## src/rtl/core/fdst_pkg.sv

```systemverilog
// ---------------------------------------------------------------------------
// fdst_pkg
// Shared types and codes for the fault delivery slot table.
// ---------------------------------------------------------------------------
package fdst_pkg;

  localparam int THREAD_BITS = 16;
  localparam int REGION_BITS = 16;
  localparam int COUNT_BITS  = 5;

  // request codes
  localparam logic [2:0] ACT_QUERY   = 3'd0;
  localparam logic [2:0] ACT_ARM     = 3'd1;
  localparam logic [2:0] ACT_TAKE    = 3'd2;
  localparam logic [2:0] ACT_ANSWER  = 3'd3;
  localparam logic [2:0] ACT_RELEASE = 3'd4;

  // result status codes
  localparam logic [2:0] STS_OK            = 3'd0;
  localparam logic [2:0] STS_INVALID       = 3'd1;
  localparam logic [2:0] STS_NOT_ARMED     = 3'd2;
  localparam logic [2:0] STS_ALREADY_ARMED = 3'd3;
  localparam logic [2:0] STS_EXHAUSTED     = 3'd4;
  localparam logic [2:0] STS_NOT_DELIVERED = 3'd5;

  typedef enum logic [1:0] {
    SLOT_FREE      = 2'd0,
    SLOT_PENDING   = 2'd1,
    SLOT_DELIVERED = 2'd2
  } slot_state_t;

  typedef struct packed {
    logic [2:0]             action;
    logic [THREAD_BITS-1:0] pager_id;
    logic [THREAD_BITS-1:0] faulting_id;
    logic [REGION_BITS-1:0] fault_region;
    logic                   fault_is_write;
    logic                   report_deliverable;
  } req_t;

  typedef struct packed {
    logic [2:0]             status;
    logic                   is_armed;
    logic                   delivery_valid;
    logic [REGION_BITS-1:0] out_region;
    logic [THREAD_BITS-1:0] out_faulting_id;
    logic                   out_is_write;
    logic [COUNT_BITS-1:0]  occupied_count;
  } rsp_t;

  // one table entry as held in the slot RAM
  typedef struct packed {
    logic [THREAD_BITS-1:0] pager;
    logic [THREAD_BITS-1:0] faulting;
    logic [REGION_BITS-1:0] region;
    logic                   is_write;
  } slot_entry_t;

  // scan engine status toward the sequencer
  typedef struct packed {
    logic done;
    logic hit;
    logic free_hit;
  } scan_res_t;

endpackage

```

## src/rtl/core/fault_delivery_slot_table.sv

```systemverilog
// ---------------------------------------------------------------------------
// fault_delivery_slot_table
// Pager fault delivery table: query, arm, take, answer and release requests
// against a fixed set of slots keyed by pager thread id.
// ---------------------------------------------------------------------------
// Each request passes through these steps between one req transfer and the
// next: the request is captured, the scanner reads one slot per cycle from
// the slot RAM's single read port, the RAM registers the read data, the
// scanner's registered done flag reaches the sequencer, and a commit step
// updates the table and loads the result register. The block takes one
// request at a time; req_ready is high only while the sequencer is idle.
// A finished result sits in the rsp register until transferred, and the
// next request may be accepted meanwhile; its commit waits until the rsp
// register is free. Every request scans the whole table. The invalid
// thread id register may be written at any time through
// cfg_wr_en/cfg_wr_data but is meant to change only while the block is
// idle. Slot state (free/pending/delivered) lives in flops that reset
// clears; slot contents live in RAM and are only used for occupied slots,
// so they need no clearing.
// ---------------------------------------------------------------------------
module fault_delivery_slot_table #(
  parameter int SLOT_COUNT = 16
) (
  input  logic                             clk,
  input  logic                             rst,
  // request channel
  input  logic                             req_valid,
  output logic                             req_ready,
  input  fdst_pkg::req_t                   req,
  // result channel
  output logic                             rsp_valid,
  input  logic                             rsp_ready,
  output fdst_pkg::rsp_t                   rsp,
  // configuration: invalid thread id
  input  logic                             cfg_wr_en,
  input  logic [fdst_pkg::THREAD_BITS-1:0] cfg_wr_data
);
  import fdst_pkg::*;

  localparam int IW  = (SLOT_COUNT > 1) ? $clog2(SLOT_COUNT) : 1;
  localparam int OW  = $clog2(SLOT_COUNT + 1);
  localparam int OXW = (OW > COUNT_BITS) ? OW : COUNT_BITS;
  localparam int EW  = $bits(slot_entry_t);

  typedef enum logic [1:0] {
    S_IDLE,
    S_SCAN,
    S_COMMIT
  } state_t;

  state_t               state;
  req_t                 cur;          // request under service
  logic [THREAD_BITS-1:0] inv_id;     // invalid thread id register
  logic [OW-1:0]        occupancy;
  slot_state_t          slot_st [SLOT_COUNT];

  // scanner hookup
  logic                 scan_start;
  logic                 rd_en;
  logic [IW-1:0]        rd_addr;
  logic [EW-1:0]        rd_word;
  slot_entry_t          rd_entry;
  logic [IW-1:0]        cmp_idx;
  slot_state_t          cmp_state;
  scan_res_t            scan_res;
  logic [IW-1:0]        hit_idx;
  slot_entry_t          hit_entry;
  slot_state_t          hit_state;
  logic [IW-1:0]        free_idx;

  // commit decision
  logic                 commit;
  logic                 found;
  rsp_t                 rsp_next;
  logic [OW-1:0]        occ_next;
  logic [OXW-1:0]       occ_ext;
  logic                 st_we;
  logic [IW-1:0]        st_idx;
  slot_state_t          st_val;
  logic                 ram_we;
  slot_entry_t          ram_wdata;

  assign req_ready  = (state == S_IDLE);
  assign scan_start = req_valid && req_ready;
  assign commit     = (state == S_COMMIT) && (!rsp_valid || rsp_ready);
  assign rd_entry   = slot_entry_t'(rd_word);
  assign cmp_state  = slot_st[cmp_idx];

  fdst_ram #(
    .WIDTH (EW),
    .DEPTH (SLOT_COUNT),
    .AW    (IW)
  ) u_slot_ram (
    .clk     (clk),
    .we      (ram_we && commit),
    .wr_addr (free_idx),
    .wr_data (ram_wdata),
    .rd_en   (rd_en),
    .rd_addr (rd_addr),
    .rd_data (rd_word)
  );

  fdst_scan #(
    .SLOT_COUNT (SLOT_COUNT),
    .IW         (IW)
  ) u_scan (
    .clk       (clk),
    .rst       (rst),
    .start     (scan_start),
    .key       (cur.pager_id),
    .rd_en     (rd_en),
    .rd_addr   (rd_addr),
    .rd_entry  (rd_entry),
    .cmp_idx   (cmp_idx),
    .cmp_state (cmp_state),
    .res       (scan_res),
    .hit_idx   (hit_idx),
    .hit_entry (hit_entry),
    .hit_state (hit_state),
    .free_idx  (free_idx)
  );

  // Request decode, evaluated once the scan is complete. An occupied slot
  // keyed by the invalid id (possible after the id register changes) never
  // counts as a lookup hit.
  always_comb begin
    found     = scan_res.hit && (cur.pager_id != inv_id);
    rsp_next  = '{status: STS_OK, is_armed: 1'b0, delivery_valid: 1'b0,
                  out_region: '0, out_faulting_id: inv_id, out_is_write: 1'b0,
                  occupied_count: '0};
    occ_next  = occupancy;
    st_we     = 1'b0;
    st_idx    = hit_idx;
    st_val    = SLOT_FREE;
    ram_we    = 1'b0;
    ram_wdata = '{pager: cur.pager_id, faulting: cur.faulting_id,
                  region: cur.fault_region, is_write: cur.fault_is_write};

    unique case (cur.action)
      ACT_QUERY: begin
        rsp_next.is_armed = found;
      end
      ACT_ARM: begin
        if (cur.pager_id == inv_id || cur.faulting_id == inv_id ||
            cur.pager_id == cur.faulting_id) begin
          rsp_next.status = STS_INVALID;
        end else if (!cur.report_deliverable) begin
          rsp_next.status = STS_NOT_ARMED;
        end else if (found) begin
          rsp_next.status = STS_ALREADY_ARMED;
        end else if (!scan_res.free_hit) begin
          rsp_next.status = STS_EXHAUSTED;
        end else begin
          st_we    = 1'b1;
          st_idx   = free_idx;
          st_val   = SLOT_PENDING;
          ram_we   = 1'b1;
          occ_next = occupancy + 1'b1;
        end
      end
      ACT_TAKE: begin
        if (cur.pager_id == inv_id) begin
          rsp_next.status = STS_INVALID;
        end else if (!found || hit_state != SLOT_PENDING) begin
          rsp_next.status = STS_NOT_ARMED;
        end else begin
          rsp_next.delivery_valid  = 1'b1;
          rsp_next.out_region      = hit_entry.region;
          rsp_next.out_faulting_id = hit_entry.faulting;
          rsp_next.out_is_write    = hit_entry.is_write;
          st_we  = 1'b1;
          st_val = SLOT_DELIVERED;
        end
      end
      ACT_ANSWER: begin
        if (cur.pager_id == inv_id) begin
          rsp_next.status = STS_INVALID;
        end else if (!found) begin
          rsp_next.status = STS_NOT_ARMED;
        end else if (hit_state != SLOT_DELIVERED) begin
          rsp_next.status = STS_NOT_DELIVERED;
        end else begin
          rsp_next.delivery_valid  = 1'b1;
          rsp_next.out_region      = hit_entry.region;
          rsp_next.out_faulting_id = hit_entry.faulting;
          rsp_next.out_is_write    = hit_entry.is_write;
          st_we = 1'b1;
          if (occupancy != '0) begin
            occ_next = occupancy - 1'b1;
          end
        end
      end
      ACT_RELEASE: begin
        if (found) begin
          rsp_next.delivery_valid  = 1'b1;
          rsp_next.out_region      = hit_entry.region;
          rsp_next.out_faulting_id = hit_entry.faulting;
          rsp_next.out_is_write    = hit_entry.is_write;
          st_we = 1'b1;
          if (occupancy != '0) begin
            occ_next = occupancy - 1'b1;
          end
        end
      end
      default: begin
        // unused codes: no change, empty delivery
      end
    endcase

    occ_ext = OXW'(occ_next);
    rsp_next.occupied_count = occ_ext[COUNT_BITS-1:0];
  end

  // Sequencer, table state and result register.
  always_ff @(posedge clk) begin
    if (rst) begin
      state     <= S_IDLE;
      rsp_valid <= 1'b0;
      occupancy <= '0;
      inv_id    <= '0;
      for (int i = 0; i < SLOT_COUNT; i++) begin
        slot_st[i] <= SLOT_FREE;
      end
    end else begin
      if (cfg_wr_en) begin
        inv_id <= cfg_wr_data;
      end
      // a commit refills the rsp register in the cycle it drains
      if (commit) begin
        rsp_valid <= 1'b1;
      end else if (rsp_valid && rsp_ready) begin
        rsp_valid <= 1'b0;
      end
      unique case (state)
        S_IDLE: begin
          if (scan_start) begin
            cur   <= req;
            state <= S_SCAN;
          end
        end
        S_SCAN: begin
          if (scan_res.done) begin
            state <= S_COMMIT;
          end
        end
        S_COMMIT: begin
          if (commit) begin
            rsp       <= rsp_next;
            occupancy <= occ_next;
            if (st_we) begin
              slot_st[st_idx] <= st_val;
            end
            state <= S_IDLE;
          end
        end
        default: begin
          state <= S_IDLE;
        end
      endcase
    end
  end

`ifndef NO_ASSERTIONS
  a_occ_bound: assert property (@(posedge clk) disable iff (rst)
    occupancy <= OW'(SLOT_COUNT))
    else $error("occupancy exceeds slot count");

  a_occ_only_on_commit: assert property (@(posedge clk) disable iff (rst)
    !commit |=> $stable(occupancy))
    else $error("occupancy changed outside commit");

  a_busy_after_accept: assert property (@(posedge clk) disable iff (rst)
    scan_start |=> !req_ready)
    else $error("request accepted while a request is in service");

  a_commit_after_scan: assert property (@(posedge clk) disable iff (rst)
    commit |-> scan_res.done)
    else $error("commit before the scan completed");

  a_armed_only_query: assert property (@(posedge clk) disable iff (rst)
    commit && rsp_next.is_armed |-> cur.action == ACT_QUERY)
    else $error("armed flag set on a non-query request");
`endif

endmodule

```

## src/rtl/core/fdst_ram.sv

```systemverilog
// ---------------------------------------------------------------------------
// fdst_ram
// Generic single-write, single-read RAM with registered read data.
// ---------------------------------------------------------------------------
module fdst_ram #(
  parameter int WIDTH = 8,
  parameter int DEPTH = 16,
  parameter int AW    = (DEPTH > 1) ? $clog2(DEPTH) : 1
) (
  input  logic             clk,
  input  logic             we,
  input  logic [AW-1:0]    wr_addr,
  input  logic [WIDTH-1:0] wr_data,
  input  logic             rd_en,
  input  logic [AW-1:0]    rd_addr,
  output logic [WIDTH-1:0] rd_data
);

  logic [WIDTH-1:0] mem [DEPTH];

  always_ff @(posedge clk) begin
    if (we) begin
      mem[wr_addr] <= wr_data;
    end
    if (rd_en) begin
      rd_data <= mem[rd_addr];
    end
  end

endmodule

```

## src/rtl/core/fdst_scan.sv

```systemverilog
// ---------------------------------------------------------------------------
// fdst_scan
// Slot scanner: walks the table one slot per cycle through the RAM read
// port, compares each occupied slot's pager with the key and notes the
// first hit and the first free slot.
// ---------------------------------------------------------------------------
module fdst_scan #(
  parameter int SLOT_COUNT = 16,
  parameter int IW         = (SLOT_COUNT > 1) ? $clog2(SLOT_COUNT) : 1
) (
  input  logic                               clk,
  input  logic                               rst,
  input  logic                               start,
  input  logic [fdst_pkg::THREAD_BITS-1:0]   key,
  output logic                               rd_en,
  output logic [IW-1:0]                      rd_addr,
  input  fdst_pkg::slot_entry_t              rd_entry,
  output logic [IW-1:0]                      cmp_idx,
  input  fdst_pkg::slot_state_t              cmp_state,
  output fdst_pkg::scan_res_t                res,
  output logic [IW-1:0]                      hit_idx,
  output fdst_pkg::slot_entry_t              hit_entry,
  output fdst_pkg::slot_state_t              hit_state,
  output logic [IW-1:0]                      free_idx
);
  import fdst_pkg::*;

  localparam logic [IW-1:0] LAST_IDX = IW'(SLOT_COUNT - 1);

  logic          issuing;
  logic [IW-1:0] issue_cnt;
  logic          cmp_vld;
  logic          done;
  logic          hit;
  logic          free_hit;
  logic          occ;
  logic          match;

  assign rd_en   = issuing;
  assign rd_addr = issue_cnt;
  assign res     = '{done: done, hit: hit, free_hit: free_hit};

  // the shared slot comparators
  assign occ   = (cmp_state != SLOT_FREE);
  assign match = (rd_entry.pager == key);

  always_ff @(posedge clk) begin
    if (rst) begin
      issuing  <= 1'b0;
      cmp_vld  <= 1'b0;
      done     <= 1'b0;
      hit      <= 1'b0;
      free_hit <= 1'b0;
    end else if (start) begin
      issuing   <= 1'b1;
      issue_cnt <= '0;
      cmp_vld   <= 1'b0;
      done      <= 1'b0;
      hit       <= 1'b0;
      free_hit  <= 1'b0;
    end else begin
      cmp_vld <= issuing;
      if (issuing) begin
        cmp_idx   <= issue_cnt;
        issue_cnt <= issue_cnt + 1'b1;
        if (issue_cnt == LAST_IDX) begin
          issuing <= 1'b0;
        end
      end
      if (cmp_vld) begin
        if (occ && match && !hit) begin
          hit       <= 1'b1;
          hit_idx   <= cmp_idx;
          hit_entry <= rd_entry;
          hit_state <= cmp_state;
        end
        if (!occ && !free_hit) begin
          free_hit <= 1'b1;
          free_idx <= cmp_idx;
        end
        if (cmp_idx == LAST_IDX) begin
          done <= 1'b1;
        end
      end
    end
  end

endmodule
```

## config.mk

```make
export PLATFORM = sky130hd
export DESIGN_NAME = fault_delivery_slot_table
export DESIGN_NICKNAME = d
export VERILOG_FILES = /design/src/rtl/core/fdst_pkg.sv /design/src/rtl/core/fault_delivery_slot_table.sv /design/src/rtl/core/fdst_ram.sv /design/src/rtl/core/fdst_scan.sv
export SDC_FILE = /design/constraint.sdc
export NUM_CORES = 1
export LEC_CHECK = 0
export BUFFER_PORTS_ARGS = -buffer_cell sky130_fd_sc_hd__buf_4
export CAP_MARGIN = 20
export CORE_MARGIN = 3
export CORE_UTILIZATION = 40
export DETAILED_ROUTE_END_ITERATION = 12
export PLACE_DENSITY = 0.65
export SLEW_MARGIN = 10
export SYNTH_ARGS = -nofsm -noshare
export SYNTH_HDL_FRONTEND = slang
export SYNTH_HIERARCHICAL = 1
export SYNTH_SLANG_ARGS = --single-unit
```

## constraint.sdc

```tcl
create_clock -name clk -period 8.7 [get_ports clk]
set_clock_uncertainty 0.05 [all_clocks]
set_input_delay 1.74 -clock clk [delete_from_list [all_inputs] [get_ports clk]]
set_output_delay 1.74 -clock clk [all_outputs]
set_load 0.01 [all_outputs]
```

# Word-level counts from Yosys, hierarchy flattened
# Memory sizes are Yosys's and may differ from the RTL's. A register that Yosys moved wholly into a read port is not among the register bits.
# Cells that the tools add are included.
[word_totals] register_bits=176 ramBits=816 in_bits=74 out_inout_bits=45 memories=2
[classes] n_addsub=3 n_eq_ne=18 muxes=74 n_bitwise=2 n_reduce_logical=36
[memory_table] name="u_slot_ram.mem" words=16 width=49 rd=1 rd_clocked_by_memory_dff=1 wr=1 line_no="fdst_ram.sv:19" text="logic [WIDTH-1:0] mem [DEPTH];"
[memory_table] name="slot_st" words=16 width=2 rd=1 rd_clocked_by_memory_dff=1 wr=16 line_no="fault_delivery_slot_table.sv:55" text="slot_state_t slot_st [SLOT_COUNT];"
[ops] op="2-to-1 mux 34 bit" count=6
[ops] op="one-hot mux 34 bit (3 select lines)" count=1
[ops] op="equality test 16 bit" count=4
[ops] op="2-to-1 mux 5 bit" count=9
[ops] op="2-to-1 mux 4 bit" count=8
[ops] op="2-to-1 mux 1 bit" count=30
[ops] op="2-to-1 mux 3 bit" count=7
[ops] op="2-to-1 mux 2 bit" count=8
[ops] op="inequality test 16 bit" count=1
[ops] op="one-hot mux 5 bit (3 select lines)" count=1
[ops] op="AND reduction 3 bit" count=4
[ops] op="AND reduction 2 bit" count=5
[ops] op="one-hot mux 3 bit (3 select lines)" count=1
[ops] op="equality test 4 bit (second input constant)" count=2
[ops] op="logical AND 1 bit" count=8
[ops] op="AND reduction 4 bit" count=2
[ops] op="equality test 3 x 2 -> 1 bit (second input constant)" count=2
[ops] op="inequality test 2 x 1 -> 1 bit (second input constant)" count=3
[ops] op="one-hot mux 2 bit (3 select lines)" count=1
[ops] op="nonzero test 2 bit" count=3
[ops] op="adder 5 x 1 -> 5 bit (second input constant)" count=1
[ops] op="logical NOT 1 bit" count=5
[ops] op="nonzero test 5 bit" count=1
[ops] op="subtractor 5 x 1 -> 5 bit (second input constant)" count=1
[ops] op="13 further kinds" count=19

# Longest topological paths before layout
[logic_depth] word_depth=14 mapped_depth=10 ltp_nobuf=8

# Modules after synthesis
# The synthesis kept the hierarchy.
[modules_own_cells] mod="fdst_ram" instances=1 cells_each=1268 area_each_um2=30827.1 seq_area_each_um2=25014.0
[modules_own_cells] mod="fault_delivery_slot_table" instances=1 cells_each=528 area_each_um2=7054.3 seq_area_each_um2=4324.1
[modules_own_cells] mod="fdst_scan" instances=1 cells_each=124 area_each_um2=2486.1 seq_area_each_um2=2112.0

# Worst setup path before layout
# Ideal clock, no wire load.
[synth_path] kind="in2reg" start="input rsp_ready" end="memory u_slot_ram/mem[0][0] (netlist name), enable pin" setup_ps=516 t_arrival_ps=6135 required_time_ps=8134 setup_slack_ps=1999 stages=5 path_buffers=0 cell_sequence="nor2b_1 -> or2_2 -> nor2_1 -> or3b_2 -> nor3_1"
[synth_via] elab_chain_cells=5
[synth_lines] item="start, declared" line_no="fault_delivery_slot_table.sv:32" text="input logic rsp_ready,"
[synth_lines] item="logical OR 1 bit" line_no="fault_delivery_slot_table.sv:85" text="assign commit = (state == S_COMMIT) && (!rsp_valid || rsp_ready);"
[synth_lines] item="logical AND 1 bit" line_no="fault_delivery_slot_table.sv:85"
[synth_lines] item="logical AND 1 bit" line_no="fault_delivery_slot_table.sv:95" text=".we (ram_we && commit),"
[synth_lines] item="2-to-1 mux 1 bit" line_no="fdst_ram.sv:22" text="if (we) begin"
[synth_lines] item="2-to-1 mux 1 bit (implied by the code)" line_no="fdst_ram.sv:23" text="mem[wr_addr] <= wr_data;"
[synth_lines] item="end, declared" line_no="fdst_ram.sv:19"
# Every way passes these cells.

# Final worst setup path
[layout_path] start="register cur[40] (netlist name)" end="memory u_slot_ram/mem[1][44] (netlist name), enable pin"
[layout_via] elab_chain_cells=9 word_cells_on_any_way=13
[layout_lines] item="start, declared" line_no="fault_delivery_slot_table.sv:52" text="req_t cur;"
[layout_lines] item="start signal, assigned" line_no="fault_delivery_slot_table.sv:237" text="cur <= req;"
[layout_lines] item="inequality test 16 bit" line_no="fault_delivery_slot_table.sv:127" text="found = scan_res.hit && (cur.pager_id != inv_id);"
[layout_lines] item="logical AND 1 bit" line_no="fault_delivery_slot_table.sv:127"
[layout_lines] item="2-to-1 mux 1 bit" line_no="fault_delivery_slot_table.sv:149" text="end else if (found) begin"
[layout_lines] item="2-to-1 mux 1 bit" line_no="fault_delivery_slot_table.sv:147" text="end else if (!cur.report_deliverable) begin"
[layout_lines] item="2-to-1 mux 1 bit *" line_no="fault_delivery_slot_table.sv:144" text="if (cur.pager_id == inv_id || cur.faulting_id == inv_id ||"
[layout_lines] item="2-to-1 mux 1 bit *" line_no="fault_delivery_slot_table.sv:139" text="unique case (cur.action)"
[layout_lines] item="logical AND 1 bit *" line_no="fault_delivery_slot_table.sv:95"
[layout_lines] item="2-to-1 mux 1 bit *" line_no="fdst_ram.sv:22"
[layout_lines] item="2-to-1 mux 1 bit (implied by the code) *" line_no="fdst_ram.sv:23"
# Every way passes the cells marked *; elsewhere a longest branch is shown, timed or not.

==> flow_metrics.tcl <==
set metrics [dict create \
    status "finished clean" \
    arrival_ns 4.95 \
    grtUsageTotal_pct 17.1 \
    crit_chain "xnor2_1, nand4_1, or4_1, and4_4, nand2_1, nor2_1, or3b_2, nor2_4, buf_4" \
    leakagePower_nw 14.5 \
    grt_pass1_vias 20000 \
    cp.required_ns 8.95 \
    drv_slew 0 \
    path_class "reg2reg" \
    seq_area_um2 31000 \
    crit_family "simple AND/OR/NAND/NOR gates" \
    ioPinCount 119 \
    p_per_area_nw_per_um2 228 \
    ctsRootBufferMaster "clkbuf_16" \
    relSlewSlack_pct 28.7 \
    worst_setup_path_end_kind "register" \
    wl_per_cell_um 25.8 \
    n_fill_cell 8116 \
    drtIter0Drc 1937 \
    netlist_area_um2 39900 \
    grt_max_degree 138 \
    maxCapViolations 0 \
    wl_mm 88.9 \
    antenna_found_initial 3 \
    final_core_utilization_pct 46.4 \
    final_cell_mix "edfxtp_1, mux4_2, buf_4, clkbuf_16, a22oi_1" \
    cp_slowest_stage_delay_ns 0.85 \
    tns_ns 0 \
    cts_buffers 101 \
    syn_inst 1904 \
    hold_viol_final 0 \
    ant_nets 0 \
    yosysWarnings 6 \
    mostFrequentLayoutCell "edfxtp_1" \
    ctsResizeCount 0 \
    io_buffers 118 \
    gr-total-overflow 0 \
    drive_above_1_share_pct 26.4 \
    vias 19400 \
    fp.coreArea_um2 98700 \
    clk_pin_slew_worst_paths_ns 0.06 \
    worstSetupStartpointType "register" \
    viasPerCell 5.63 \
    synth.net_count 1981 \
    dpl.hpwl_mm 47.8 \
    clk_path_buf_depth 3 \
    first_pass_iters 5 \
    hold_buffers 0 \
    period_needed_ns 4.70 \
    start_util_pct 40.4 \
    multi_input_area_um2 8560 \
    die-area_um2 104000 \
    grt_pass1_wl_mm 131 \
    die_y_um 322 \
    drc 0 \
    slowest_stage "edfxtp_1" \
    syn_area_per_cell_um2 20.9 \
    die_x_um 322 \
    ir_worst_vdd_uv 165 \
    final_nets 2144 \
    cts_tree "built" \
    tightest_slew_ns 1.07 \
    finalCritPeriodShare_pct 54.0 \
    max_freq_mhz 213 \
    synthToLayoutAreaGrowth_pct 14.8 \
    cp_max_fo 31 \
    place_congestion 0.834 \
    cts_setup_buffers 0 \
    htreeDepth 3 \
    diodes 0 \
    cp_num_buf_inv 1 \
    rsz0062_at_grt "no" \
    row_count 115 \
    cts.sinks 1041 \
    holdCritPathClass "reg2reg" \
    insertion_delay_ns 0.68 \
    setup_viol 0 \
]
[metal layers]
| layer | track usage [%] | vias to the layer above | wire length [µm] |
|---|---|---|---|
| met1 | 24.3 | 10200 | 37800 |
| li1 | - | 8243 | - |
| met4 | 4.35 | 0 | 1890 |
| met5 | 0 | - | 0 |
| met3 | 3.69 | 133 | 7010 |
| met2 | 27.1 | 751 | 42100 |
[worst paths after layout]
check	from	endpoint	slack [ns]	depth (start not counted)
setup / recovery	cur[40]	u_slot_ram/mem[1][44]	4.00	9
hold / removal	u_slot_ram/rd_data[1]	u_scan/hit_entry[1]	0.37	0
setup reg to reg	cur[40]	u_slot_ram/mem[1][44]	4.00	9
hold reg to reg	u_slot_ram/rd_data[1]	u_scan/hit_entry[1]	0.37	0
[power by group]
group / internal (mW) / switching, mW
Sequential: 5.53 / 0.0619
Combinational: 0.189 / 0.228
Clock: 2.57 / 1.87
Total: 8.29 / 2.16
[layout make-up]
class,instances,share of cell area [%]
multi-input cells,759,18.7
inverters,7,0.0574
clock inverters,66,1.58
repair buffers,157,2.67
flip-flops and latches,1041,67.6
well taps,1287,3.52
clock buffers,124,5.86
[registers in the layout, indices dropped and copies added (netlist names)]
| name | count |
|---|---|
| state | 2 |
| rsp | 43 |
| occupancy | 5 |
| cur | 53 |
| u_scan/free_hit | 1 |
| u_scan/free_idx | 4 |
| u_slot_ram/mem | 784 |
| slot_st | 32 |
| u_scan/rd_addr | 4 |
| inv_id | 16 |
| rsp_valid | 1 |
| u_scan/done | 1 |
| u_scan/hit | 1 |
| u_scan/cmp_idx | 4 |
| u_scan/hit_entry | 33 |
| u_scan/hit_idx | 4 |
| u_scan/cmp_vld | 1 |
| u_scan/rd_en | 1 |
| u_slot_ram/rd_data | 49 |
| u_scan/hit_state | 2 |
[per-stage QoR]
stage | area, µm² | hold slack, ns | setup slack, ns | cells | total power [mW]
global route | 45800 | 0.375 | 3.76 | 3441 | 10.8
floorplan | 39900 | 0.350 | 2.00 | 1904 | 5.96
global placement | 42400 | 0.355 | 3.93 | 3250 | 6.11
CTS | 45800 | 0.369 | 4.02 | 3440 | 10.5
detailed placement | 42400 | 0.355 | 3.85 | 3250 | 6.12
finish | 45800 | 0.367 | 4.00 | 3441 | 10.4
Power figures use the tool's default switching activity.
